**src/nearest_palette_color_search_top_macros.svh**
```systemverilog
// Assertion macros shared by the nearest palette color search RTL
`ifndef NEAREST_PALETTE_COLOR_SEARCH_TOP_MACROS_SVH
`define NEAREST_PALETTE_COLOR_SEARCH_TOP_MACROS_SVH

// Check a property on every rising clock edge outside reset
`define NPCS_ASSERT(label, prop, msg) \
   label: assert property (@(posedge clock) disable iff (reset) (prop)) else $error(msg);

// Check a property on every rising clock edge, reset included
`define NPCS_ASSERT_ALWAYS(label, prop, msg) \
   label: assert property (@(posedge clock) (prop)) else $error(msg);

`endif

```
**src/npcs_pkg.sv**
```systemverilog
// Package: constants, payload types, controller types and the squared-difference function of the palette search
`timescale 1ns / 1ps

package npcs_pkg;

   localparam int PALETTE_DEPTH = 256;
   localparam int ADDR_W        = $clog2(PALETTE_DEPTH);
   localparam int CNT_W         = $clog2(PALETTE_DEPTH + 1);
   localparam int LEN_W         = 9;
   localparam int ENTRY_W       = 8;
   localparam int COMP_W        = 8;
   localparam int SQ_W          = 2 * COMP_W;
   localparam int DIST_W        = 18;
   localparam int ENT_CMP_W     = (CNT_W > ENTRY_W) ? CNT_W : ENTRY_W;
   localparam int LEN_CMP_W     = (CNT_W > LEN_W) ? CNT_W : LEN_W;
   localparam int RGB_W         = 3 * COMP_W;

   localparam logic REQ_WRITE = 1'b0;
   localparam logic REQ_QUERY = 1'b1;

   typedef struct packed {
      logic               req_type;
      logic [ENTRY_W-1:0] entry_index;
      logic [COMP_W-1:0]  red;
      logic [COMP_W-1:0]  green;
      logic [COMP_W-1:0]  blue;
   } req_payload_type;

   typedef struct packed {
      logic [ENTRY_W-1:0] nearest_index;
      logic [DIST_W-1:0]  min_distance;
      logic               exact_match;
      logic               found;
   } rsp_payload_type;

   typedef enum logic [1:0] {
      ST_IDLE,
      ST_SCAN,
      ST_DRAIN
   } state_type;

   typedef struct packed {
      logic req_ready;
      logic write_entry;
      logic load_query;
      logic issue_read;
      logic load_result;
   } cmd_type;

   typedef struct packed {
      logic req_valid;
      logic req_is_query;
      logic count_zero;
      logic scan_last;
      logic pipe_busy;
      logic out_free;
   } stat_type;

   function automatic logic [SQ_W-1:0] diff_sq(input logic [COMP_W-1:0] a,
                                              input logic [COMP_W-1:0] b);
      logic [COMP_W-1:0] d;
      d = (a >= b) ? (a - b) : (b - a);
      return SQ_W'(d) * SQ_W'(d);
   endfunction

endpackage

```
**src/npcs_ctrl.sv**
```systemverilog
// Controller: sequences palette writes, the query scan and result hand-off
`timescale 1ns / 1ps
`include "nearest_palette_color_search_top_macros.svh"

module npcs_ctrl import npcs_pkg::*; (
   input  logic     clock,
   input  logic     reset,
   input  stat_type stat,
   output cmd_type  cmd
);

   state_type state_ff;
   state_type state_in;

   always_ff @(posedge clock) begin
      if (reset) begin
         state_ff <= ST_IDLE;
      end else begin
         state_ff <= state_in;
      end
   end

   always_comb begin
      state_in = state_ff;
      case (state_ff)
         ST_IDLE: begin
            if (stat.req_valid && stat.req_is_query) begin
               state_in = stat.count_zero ? ST_DRAIN : ST_SCAN;
            end
         end
         ST_SCAN: begin
            if (stat.scan_last) begin
               state_in = ST_DRAIN;
            end
         end
         ST_DRAIN: begin
            // wait for the last distance to settle and a free output slot
            if (!stat.pipe_busy && stat.out_free) begin
               state_in = ST_IDLE;
            end
         end
         default: state_in = ST_IDLE;
      endcase
   end

   always_comb begin
      cmd = '0;
      case (state_ff)
         ST_IDLE: begin
            cmd.req_ready   = 1'b1;
            cmd.write_entry = stat.req_valid && !stat.req_is_query;
            cmd.load_query  = stat.req_valid && stat.req_is_query;
         end
         ST_SCAN: begin
            cmd.issue_read = 1'b1;
         end
         ST_DRAIN: begin
            cmd.load_result = !stat.pipe_busy && stat.out_free;
         end
         default: cmd = '0;
      endcase
   end

   `NPCS_ASSERT(a_scan_holds, (state_ff == ST_SCAN && !stat.scan_last) |=> (state_ff == ST_SCAN), "scan left early")
   `NPCS_ASSERT(a_result_settled, cmd.load_result |-> (!stat.pipe_busy && stat.out_free), "result loaded while busy")
   `NPCS_ASSERT(a_idle_quiet, cmd.req_ready |-> !stat.pipe_busy, "request taken during a scan")

endmodule

```
**config.mk**
```make
export PLATFORM = sky130hd
export DESIGN_NAME = npcs_ctrl
export DESIGN_NICKNAME = d
export VERILOG_FILES = /design/src/npcs_pkg.sv /design/src/npcs_ctrl.sv
export VERILOG_INCLUDE_DIRS = /design/src /design/src/src
export SDC_FILE = /design/constraint.sdc
export NUM_CORES = 1
export LEC_CHECK = 0
export ABC_CLOCK_PERIOD_IN_PS = 1050
export BUFFER_PORTS_ARGS = -buffer_cell sky130_fd_sc_hd__buf_2
export CORE_AREA = 2 2 39 41
export CTS_CLUSTER_DIAMETER = 200
export CTS_CLUSTER_SIZE = 8
export DETAILED_ROUTE_END_ITERATION = 8
export DIE_AREA = 0 0 41 43
export GPL_TIMING_DRIVEN = 1
export MAX_ROUTING_LAYER = met4
export PLACE_DENSITY = 0.38
export SYNTH_ARGS = -nofsm -noshare
export SYNTH_HDL_FRONTEND = slang
export SYNTH_SLANG_ARGS = --single-unit
```
**constraint.sdc**
```tcl
create_clock -name clock -period 1.05 [get_ports clock]
set_input_delay 0.1575 -clock clock [delete_from_list [all_inputs] [get_ports clock]]
set_output_delay 0.1575 -clock clock [all_outputs]
set_load 0.01 [all_outputs]
```
==> impl_metrics.yaml <==
status:
  status: "complete, but fails checks"
  violations: "setup timing"
sta:
  tightestPinTransition_ns: 0.177
  fin_skew_ns: 0.00107
  fin_ws_ns: -0.0813
  setup_viol: 5
  holdWs_ns: 0.113
  finalHoldViolCount: 0
  fin_crit_sh_pct: 108
  slew_violations: 0
  fmax_mhz: 884
  rsz0062_at_grt: "true"
  relSlewSlack_pct: 88.2
  fin_crit_ns: 1.13
layout:
  fin_cells: 50
  multi_input_area_um2: 110
  area_growth_pct: 116
  largest_reg_flops: 2
  insertedDiodeCount: 0
  drive_gt1_share_pct: 73.5
  layout.nets: 44
  top_regs: "state_ff (2)"
  regMostFlops: "state_ff"
  n_fill_cell: 157
  regArea_um2: 45.0
clock_tree:
  cts_tree: "built"
  post-cts-setup-buffer-count: 0
  cts_root_buf: "clkbuf_4"
  cts_buffers: 3
  cts.sinks: 2
  cts-htree-levels: 1
  clk_path_buf_depth: 2
  clock_latency_ns: 0.23
  cts.clk_slew.worst_paths_ns: 0.03
global_route:
  antenna_found_initial: 0
  grt_pass1_wl_um: 772
  grt_max_degree: 6
  grt_overflow: 0
  grt_usage_pct: 7.19
  grt_pass1_vias: 199
flow_run:
  cap_violations: 0
routing:
  wl_per_cell_um: 9.02
  num_vias: 194
  first_pass_iters: 1
  ant_nets: 0
  wirelength_um: 451
  vias_per_cell: 3.88
  drc_errors: 0
  drt_iter0_drc: 0
die:
  start_util_pct: 9.49
  die_w_um: 41
  ios: 13
  fp.dieH_um: 43
  core_area_um2: 1380
  row_count: 14
  die_area_um2: 1760
critical_path:
  worstSetupPathType: "flip-flop to output pin"
  start_kind: "flip-flop"
  crit_arrival_ns: 0.97
  critPathMaxStageDelay_ns: 0.32
  crit_chain: "buf_4 > nor3_2 > buf_2"
  crit_path_end_kind: "output pin"
  required_ns: 0.89
  crit_fanout: 3
  slowest_stage: "dfxtp_2"
power_and_ir_drop:
  leakage_nw: 0.128
  peakVddDrop_mv: 0.366
  cellPowerDensity_nw_per_um2: 1160
synthesis:
  avgSynthCellArea_um2: 8.21
  synthArstFlopShare_pct: 0
  synth_top_area_cell: "dfxtp_1"
  ys_types: 14
  synth_top_area_share_pct: 30.5
  yosys-top-cells-area: "dfxtp_1 (30%), a211oi_2 (9.5%), nor4b_1 (6.7%), nand2_1 (5.7%), nand3b_1 (5.7%)"
  ys.flop_type: "dfxtp_1"
  synth_warnings: 0
  synthesis.nets: 24
  ys_top_cells_by_count: "dfxtp_1 (2), nand2_1 (2)"
  synth_cells: 16
  synth_seq_area_share_pct: 30.5
  synth_seq_cells: 2
  synth_edf_count: 0
  synth_area_um2: 131
worst_hold_path:
  hold_path_class: "primary input to flip-flop"
placed_design:
  place_congestion: 0.756
  dp_worst_setup_slack_ns: 0.0383
  placed_cells: 47
  portBuffers: 12
through the flow:
step | power [W] | TNS, ns | instance area [µm²] | utilization, %
after floorplan | 0.000111 | 0 | 131 | -
after global placement | 0.000151 | 0 | 234 | 16.9
after detailed placement | 0.000150 | 0 | 234 | 16.9
after CTS | 0.000343 | -0.469 | 282 | 20.3
after global routing | 0.000357 | -0.636 | 284 | 20.5
final | 0.000328 | -0.338 | 284 | 20.5
what timing repair did:
item,4_1_cts,5_1_grt
hold buffers,0,0
pin swaps,1,0
endpoints found under the setup margin,5,6
resized for setup,7,1
placed cells by master (no fill, tap or decap), types with 2 or more instances in the layout:
| cell type | n |
|---|---|
| clkbuf_4 | 3 |
| buf_2 | 12 |
| nand2_1 | 2 |
| buf_4 | 2 |
cells by family (layout without fill, tap and decap cells):
| family | after synthesis | after routing | share of synthesized area [%] |
|---|---|---|---|
| AO/OA/AOI/OAI | 2 | 2 | 14.3 |
| AND/OR/NAND/NOR | 12 | 12 | 55.3 |
| buffers and inverters | 0 | 18 | 0 |
| flip-flops | 2 | 2 | 30.5 |
final timing paths:
check,start,endpoint,slack [ns],cells after the start
min,reset,state_ff[0],0.11,2
max,state_ff[1],cmd[2],-0.08,3
max reg2reg,state_ff[0],state_ff[0],0.02,2
min reg2reg,state_ff[1],state_ff[0],0.54,2
area by class of cell:
class,count,area share [%]
Clock buffer,3,7.93
Timing Repair Buffer,15,30.4
Multi-Input combinational cell,14,38.8
Tap cell,16,7.05
Sequential cell,2,15.9
per-layer routing:
| layer | vias to the layer above | part of all wire (%) | GRT usage, % | routed length (µm) |
|---|---|---|---|---|
| met1 | 80 | 51 | 8.95 | 232 |
| li1 | 97 | - | - | - |
| met3 | 2 | 10 | 2.09 | 45 |
| met4 | 0 | 3.1 | 8.00 | 14 |
| met5 | - | 0 | - | 0 |
| met2 | 15 | 35 | 8.13 | 157 |
critical path, delay by kind of cell, from the launching register on:
| family | cells | cell delay [ns] |
|---|---|---|
| flip-flops | 1 | 0.32 |
| AND/OR/NAND/NOR | 1 | 0.15 |
| buffers and inverters | 2 | 0.29 |
power breakdown:
group          leakage [nW]  switching [W]  internal (W)  total [W]
Combinational        0.0970      0.0000325     0.0000380  0.0000704
Sequential           0.0175     0.00000420     0.0000796  0.0000838
Clock                0.0138      0.0000477      0.000126   0.000174
Total                 0.128      0.0000844      0.000244   0.000328
No activity file was read; power rests on OpenSTA's default activity.
